<file path="src/rtl/btt_pkg.sv">
// Shared types and constants for the bounded score transposition table.
// Used by every module of the block except btt_ram; depends on nothing.
`default_nettype none

package btt_pkg;

  localparam int SLOT_BITS   = 12;
  localparam int TABLE_SLOTS = 1 << SLOT_BITS;

  localparam int KEY_W   = 64;
  localparam int DEPTH_W = 7;
  localparam int SCORE_W = 16;
  localparam int MOVE_W  = 16;
  localparam int BOUND_W = 2;

  // Input tdata layout, lowest bit first.
  localparam int IN_KEY_LSB   = 0;
  localparam int IN_DEPTH_LSB = IN_KEY_LSB + KEY_W;
  localparam int IN_SCORE_LSB = IN_DEPTH_LSB + DEPTH_W;
  localparam int IN_MOVE_LSB  = IN_SCORE_LSB + SCORE_W;
  localparam int IN_BOUND_LSB = IN_MOVE_LSB + MOVE_W;
  localparam int IN_WLOW_LSB  = IN_BOUND_LSB + BOUND_W;
  localparam int IN_WHIGH_LSB = IN_WLOW_LSB + SCORE_W;
  localparam int IN_USED_W    = IN_WHIGH_LSB + SCORE_W;
  localparam int IN_TDATA_W   = ((IN_USED_W + 7) / 8) * 8;

  localparam int OUT_TDATA_W = SCORE_W + MOVE_W;
  localparam int OUT_TUSER_W = 2;

  localparam logic CMD_STORE = 1'b0;
  localparam logic CMD_PROBE = 1'b1;

  localparam logic [BOUND_W-1:0] BOUND_EXACT = 2'd0;
  localparam logic [BOUND_W-1:0] BOUND_LOWER = 2'd1;
  localparam logic [BOUND_W-1:0] BOUND_UPPER = 2'd2;

  typedef struct packed {
    logic                valid;
    logic [KEY_W-1:0]    key;
    logic [BOUND_W-1:0]  bound;
    logic [MOVE_W-1:0]   move;
    logic [DEPTH_W-1:0]  depth;
    logic [SCORE_W-1:0]  score;
  } entry_t;

  localparam int ENTRY_W = $bits(entry_t);

  typedef enum logic [1:0] {
    ST_CLEAR,
    ST_IDLE,
    ST_LOOKUP
  } state_t;

  typedef struct packed {
    logic clr_step;
    logic tbl_write;
    logic tbl_read;
    logic req_load;
    logic res_store;
    logic res_probe;
  } ctrl_cmd_t;

  typedef struct packed {
    logic clr_last;
  } dp_status_t;

endpackage

`default_nettype wire

</file>
<file path="src/rtl/btt_ctrl.sv">
// Controller state machine: clearing pass, command acceptance, probe lookup
// and result valid. Depends on btt_pkg.
`default_nettype none

module btt_ctrl
  import btt_pkg::*;
(
  input  wire logic       clk,
  input  wire logic       rst_n,
  input  wire logic       in_tvalid,
  output logic            in_tready,
  input  wire logic       in_cmd,
  output logic            out_tvalid,
  input  wire logic       out_tready,
  input  wire dp_status_t status,
  output ctrl_cmd_t       cmd
);

  state_t state_r, state_nxt;
  logic   out_valid_r, out_valid_nxt;
  logic   out_free;
  logic   in_fire;

  assign out_free = !out_valid_r || out_tready;
  assign in_fire  = in_tvalid && in_tready;

  always_ff @(posedge clk) begin
    if (!rst_n) begin
      state_r     <= ST_CLEAR;
      out_valid_r <= 1'b0;
    end else begin
      state_r     <= state_nxt;
      out_valid_r <= out_valid_nxt;
    end
  end

  always_comb begin
    state_nxt = state_r;
    cmd       = '0;
    in_tready = 1'b0;
    case (state_r)
      ST_CLEAR: begin
        cmd.clr_step  = 1'b1;
        cmd.tbl_write = 1'b1;
        if (status.clr_last) begin
          state_nxt = ST_IDLE;
        end
      end
      ST_IDLE: begin
        in_tready = out_free;
        if (in_fire) begin
          if (in_cmd == CMD_STORE) begin
            cmd.tbl_write = 1'b1;
            cmd.res_store = 1'b1;
          end else begin
            cmd.tbl_read = 1'b1;
            cmd.req_load = 1'b1;
            state_nxt    = ST_LOOKUP;
          end
        end
      end
      ST_LOOKUP: begin
        if (out_free) begin
          cmd.res_probe = 1'b1;
          state_nxt     = ST_IDLE;
        end
      end
      default: begin
        state_nxt = ST_CLEAR;
      end
    endcase
  end

  always_comb begin
    out_valid_nxt = out_valid_r;
    if (cmd.res_store || cmd.res_probe) begin
      out_valid_nxt = 1'b1;
    end else if (out_tready) begin
      out_valid_nxt = 1'b0;
    end
  end

  assign out_tvalid = out_valid_r;

`ifndef ASSERT_OFF
  a_no_accept_in_clear: assert property (@(posedge clk) disable iff (!rst_n)
    (state_r == ST_CLEAR) |-> !in_tready)
    else $error("Input accepted during the clearing pass.");

  a_probe_to_lookup: assert property (@(posedge clk) disable iff (!rst_n)
    (in_fire && in_cmd == CMD_PROBE) |=> (state_r == ST_LOOKUP))
    else $error("Probe transaction did not start a lookup.");

  a_store_result: assert property (@(posedge clk) disable iff (!rst_n)
    (in_fire && in_cmd == CMD_STORE) |=> out_tvalid)
    else $error("Store transaction produced no result.");

  a_lookup_result: assert property (@(posedge clk) disable iff (!rst_n)
    (state_r == ST_LOOKUP && out_free) |=> (out_tvalid && state_r == ST_IDLE))
    else $error("Lookup did not deliver its result.");

  a_single_result: assert property (@(posedge clk) disable iff (!rst_n)
    !(cmd.res_store && cmd.res_probe))
    else $error("Two results loaded in one cycle.");
`endif

endmodule

`default_nettype wire
</file>
<file path="config.mk">
export PLATFORM = sky130hd
export DESIGN_NAME = btt_ctrl
export DESIGN_NICKNAME = d
export VERILOG_FILES = /design/src/rtl/btt_pkg.sv /design/src/rtl/btt_ctrl.sv
export SDC_FILE = /design/constraint.sdc
export NUM_CORES = 1
export LEC_CHECK = 0
export BUFFER_PORTS_ARGS = -buffer_cell sky130_fd_sc_hd__buf_4
export CORE_AREA = 5 5 42 44
export DETAILED_ROUTE_END_ITERATION = 6
export DIE_AREA = 0 0 47 49
export SLEW_MARGIN = 5
export SYNTH_ARGS = -nofsm -noshare
export SYNTH_HDL_FRONTEND = slang
export SYNTH_SLANG_ARGS = --single-unit
</file>
<file path="constraint.sdc">
create_clock -name clk -period 1.1 [get_ports clk]
set_input_delay 0.055 -clock clk [delete_from_list [all_inputs] [get_ports clk]]
set_output_delay 0.055 -clock clk [all_outputs]
set_load 0.005 [all_outputs]
</file>
### Word level (Yosys, flattened, before mapping)

Cells that the tools add are included.

* reductions and logical operators: 7
* equality and inequality tests: 6
* multiplexer cells: 16

Operators with widths (count)
* 2-to-1 mux 2 bit: 5
* != test 2 bit, second input constant: 4
* 2-to-1 mux 1 bit: 7
* case mux 2 bit (3 select lines): 1
* 2-to-1 mux 4 bit: 1
* AND reduction 4 bit: 1
* 2-to-1 mux 3 bit: 1
* equality test 2 x 1 -> 1 bit, second input constant: 1
* equality test 2 bit, second input constant: 1
* logical NOT 2 bit: 1
* logical OR 1 bit: 2
* case mux 1 bit (2 select lines): 1
* nonzero test 2 bit: 1
* logical AND 1 bit: 1
* logical NOT 1 bit: 1

* flip-flop bits (word level): 3
* input bits: 6
* output and inout bits: 8
* word-level logic and storage cells: 31

### Logic depth before layout (Yosys ltp)

* depth after elaboration: 8
* depth in mapped cells: 3
* mapped depth without buffers: 3

### Worst setup path before layout

No wires, ideal clock.

* path kind: reg-to-reg
* start: register state_r[0]
* end: register out_valid_r, in the netlist out_tvalid
* period minus slack after synthesis: 0.909 ns
* slack: 0.191 ns
* data required time: 0.985 ns
* setup time: 0.115 ns
* path buffers: 0
* stages on the path, launching flop included: 4
* arrival time: 0.794 ns
* path through: dfxtp_1 -> nand2b_2 -> o211ai_1 -> and2_1

* longest elaborated chain between the ends: 7
* elaborated cells on any way between the ends: 10
* those cells by class: eq/ne (2); mux (5); reduce/logical (3)

Ends and longest elaborated chain
* start, declared: line btt_ctrl.sv:19 `state_t state_r, state_nxt;`
* start signal, assigned: line btt_ctrl.sv:32 `state_r <= state_nxt;`
* equality test 2 x 1 -> 1 bit: line btt_ctrl.sv:41 `case (state_r)`
* 2-to-1 mux 1 bit: line btt_ctrl.sv:41
* logical AND 1 bit: line btt_ctrl.sv:25 `assign in_fire = in_tvalid && in_tready;`
* 2-to-1 mux 4 bit: line btt_ctrl.sv:51 `if (in_fire) begin`
* 2-to-1 mux 3 bit: line btt_ctrl.sv:41
* logical OR 1 bit (*): line btt_ctrl.sv:76 `if (cmd.res_store || cmd.res_probe) begin`
* 2-to-1 mux 1 bit / nonzero test 2 bit (equally long branches)
* end signal, assigned: line btt_ctrl.sv:33 `out_valid_r <= out_valid_nxt;`
* end, declared: line btt_ctrl.sv:20 `logic out_valid_r, out_valid_nxt;`

Every way passes the cells marked *; elsewhere a longest branch is shown, timed or not.
A chain may end at the register's enable or synchronous reset.

==> results.md <==
* Outcome: finished with violations
* Violated checks: setup timing
* CP Capture Point: cmd[2]
* Largest stage delay on the critical path at ~0.35 ns
* Worst setup margin at -0.0522 ns
* Post-synthesis async set-or-reset flop share at 0
* Final period util at 1.05
* Slew of the pin with the lowest slew margin at 0.166 ns
* Fraction of layout cells with a size suffix above 1 at 0.605
* Clock Sinks at 3
* Port Buffer Count at 13
* Routed vias at 230
* CP Launch Type: flop
* CTS tree: done
* # IOs at 14
* FF-to-FF setup slack at 0.08 ns
* Required time worst endpoint at 1.04 ns
* Final Cell Area at between 300 and 400 um^2
* Final Skew at 0.00365 ns
* Reg2reg path depth at 4
* Syn Inst Count at 25
* Netlist Area Pre-Place at around 210 um^2
* Fin util at 0.264
* Max-cap violations at 0
* Top cells by area, synth: dfxtp_1 (28%), nor2_1 (11%), o21a_1 (11%)
* Worst R2R Start: state_r[1]
* CTS buffer count at 3
* Area Overhead vs Synth at 74.1%
* Cell variety after synth at 15
* Worst skew pair latency at 0.23 ns
* Initial Util at 0.152
* CTS max path bufs at 2
* Die height at 49 um
* DRT iter0 DRCs at 6
* Crit. Startpoint: state_r[1]
* Htree depth at 1
* First-pass GRT wire length at 910 um
* Residual DRC at 0
* Synth warn at 0
* Leak Pwr at 0.164 nW
* Final period demand of the worst path at 1.15 ns
* Worst r2r dst: state_r[1]
* Worst setup path category: reg2out
* # fillers at 167
* Die area at 0.00230 mm^2
* Initial antenna violation count at 0
* Routability cong. at 0.649
* Number of global-route vias before repair at 232
* Die Width at 47 um
* CP endpoint kind: primary output
* Inserted Diodes at 0
* Largest net degree at the start of global routing at 7
* Hpwl dp at 464 um
* Pwr/cell area at about 1100 mW/mm^2
* TritonRoute pass-1 iters at 4
* Highest net fanout along the worst path at 6
* Post-route ant nets at 0
* Dominant cell type by area after synthesis: dfxtp_1
* Post-CTS Hold Fix Bufs at 0
* Slowest stage cell, crit path: dfxtp_4
* Worst Hold Class: in2reg
* Worst vdd ir at 362 uV
* Core ar. at 0.00140 mm^2
* # rows at 14
* Final Net Count at 50
* Fin. Hold Viols at 0
* Syn Nets at 31
* GRT Residual Overflow at 0
* Worst-path cell chain: nand2b_4 > nor3_4 > buf_4
* RSZ-0062 raised after global routing: true
* Top-count cell post-synth: nor2_1
* Placed Area at 323 um^2
* GRT Total Usage at 0.0577
* Post-synth EDFFs at 0
* Clk pin slew, worst setup/hold paths at 0.04 ns
* #FFs+latches synth at 3
* Wirelength per Cell at 9.69 um
* Most used flip-flop cell after synthesis: dfxtp_1
* Crit path DAT at 1.10 ns
* Post-DR vias/cell at 3.90
* Routed WL at 572 um
* Final Slew Violations at 0
* Max-slew headroom at 0.889
* Post-synthesis sequential area ratio at 0.282
* Syn_area_per_cell at 8.51 um^2
* Synth top cells by count: nor2_1 (6), dfxtp_1 (3), o21a_1 (3)
* F_max at slightly below 900 MHz
* Root Buffer: clkbuf_4
* Total negative slack at -0.145 ns
* Share of the synthesized area in the top cell type at 0.282
* Setup-failing EPs final at 3
## placed cells by master (no fill, tap or decap), drive strengths merged
master	instances
buf	15
nor2	6
clkbuf	4
nand2b	4
o21a	3
dfxtp	3
nor3	2
and2b	1
nand2	1
a31oi	1
o31a	1
o211ai	1
and2	1
## how the worst min path moves through the flow
stage,start,depth (start not counted),end
after floorplan,rst_n,1,state_r[1]
after global placement,rst_n,2,state_r[1]
after detailed placement,rst_n,2,state_r[1]
after CTS,rst_n,2,state_r[1]
after global routing,rst_n,2,state_r[1]
final,rst_n,2,state_r[1]
## layout make-up
cell class / instances / area (um^2) / share of cell area
multi-input cells: 21 / 145 / 0.392
repair buffers: 15 / 113 / 0.304
well taps: 16 / 20.0 / 0.0541
flip-flops and latches: 3 / 66.3 / 0.179
clock buffers: 4 / 26.3 / 0.0709
## report_power, final
group	leakage, nW	switching (mW)	internal [mW]	total, mW
clock network	0.0150	0.0547	0.136	0.190
registers	0.0261	0.00828	0.115	0.123
logic	0.123	0.0354	0.0584	0.0938
total	0.164	0.0983	0.309	0.407
## state kept, by name (all words and copies together) (netlist names)
register    flops
out_tvalid      1
state_r         2
## stage by stage
step	hold WS (ns)	cells	setup WS (ns)	power, mW
5_1_grt	0.0456	59	-0.113	0.442
2_1_floorplan	0.172	25	0.191	0.169
3_3_place_gp	0.283	53	0.100	0.217
4_1_cts	0.0393	58	-0.0816	0.419
6_report	0.0408	59	-0.0522	0.407
3_5_place_dp	0.285	53	0.120	0.216
## critical path, delay by kind of cell, from the launching register on
family	cells	cell delay [ns]
buffers and inverters	1	0.14
DFF	1	0.35
and+or+nand+nor	2	0.37
## repair_timing
item | 4_1_cts | 5_1_grt
setup buffers | 1 | 1
setup endpoints to repair | 4 | 6
gates cloned | 0 | 0
pin swaps | 2 | 2
gates resized for setup | 2 | 2
## kinds of logic after synthesis
| group | synth area share |
|---|---|
| buffers and inverters | 0.0353 |
| and+or+nand+nor | 0.465 |
| AOI/OAI and AO/OA | 0.218 |
| DFF | 0.282 |
## routing by layer
layer | global-route usage | part of all wire | vias to the layer above
met5 | 0 | 0 | -
met2 | 0.0860 | 0.48 | 7
met4 | 0.0553 | 0 | 0
met1 | 0.0548 | 0.39 | 102
li1 | - | - | 121
met3 | 0.0258 | 0.12 | 0
Power figures use the tool's default switching activity.
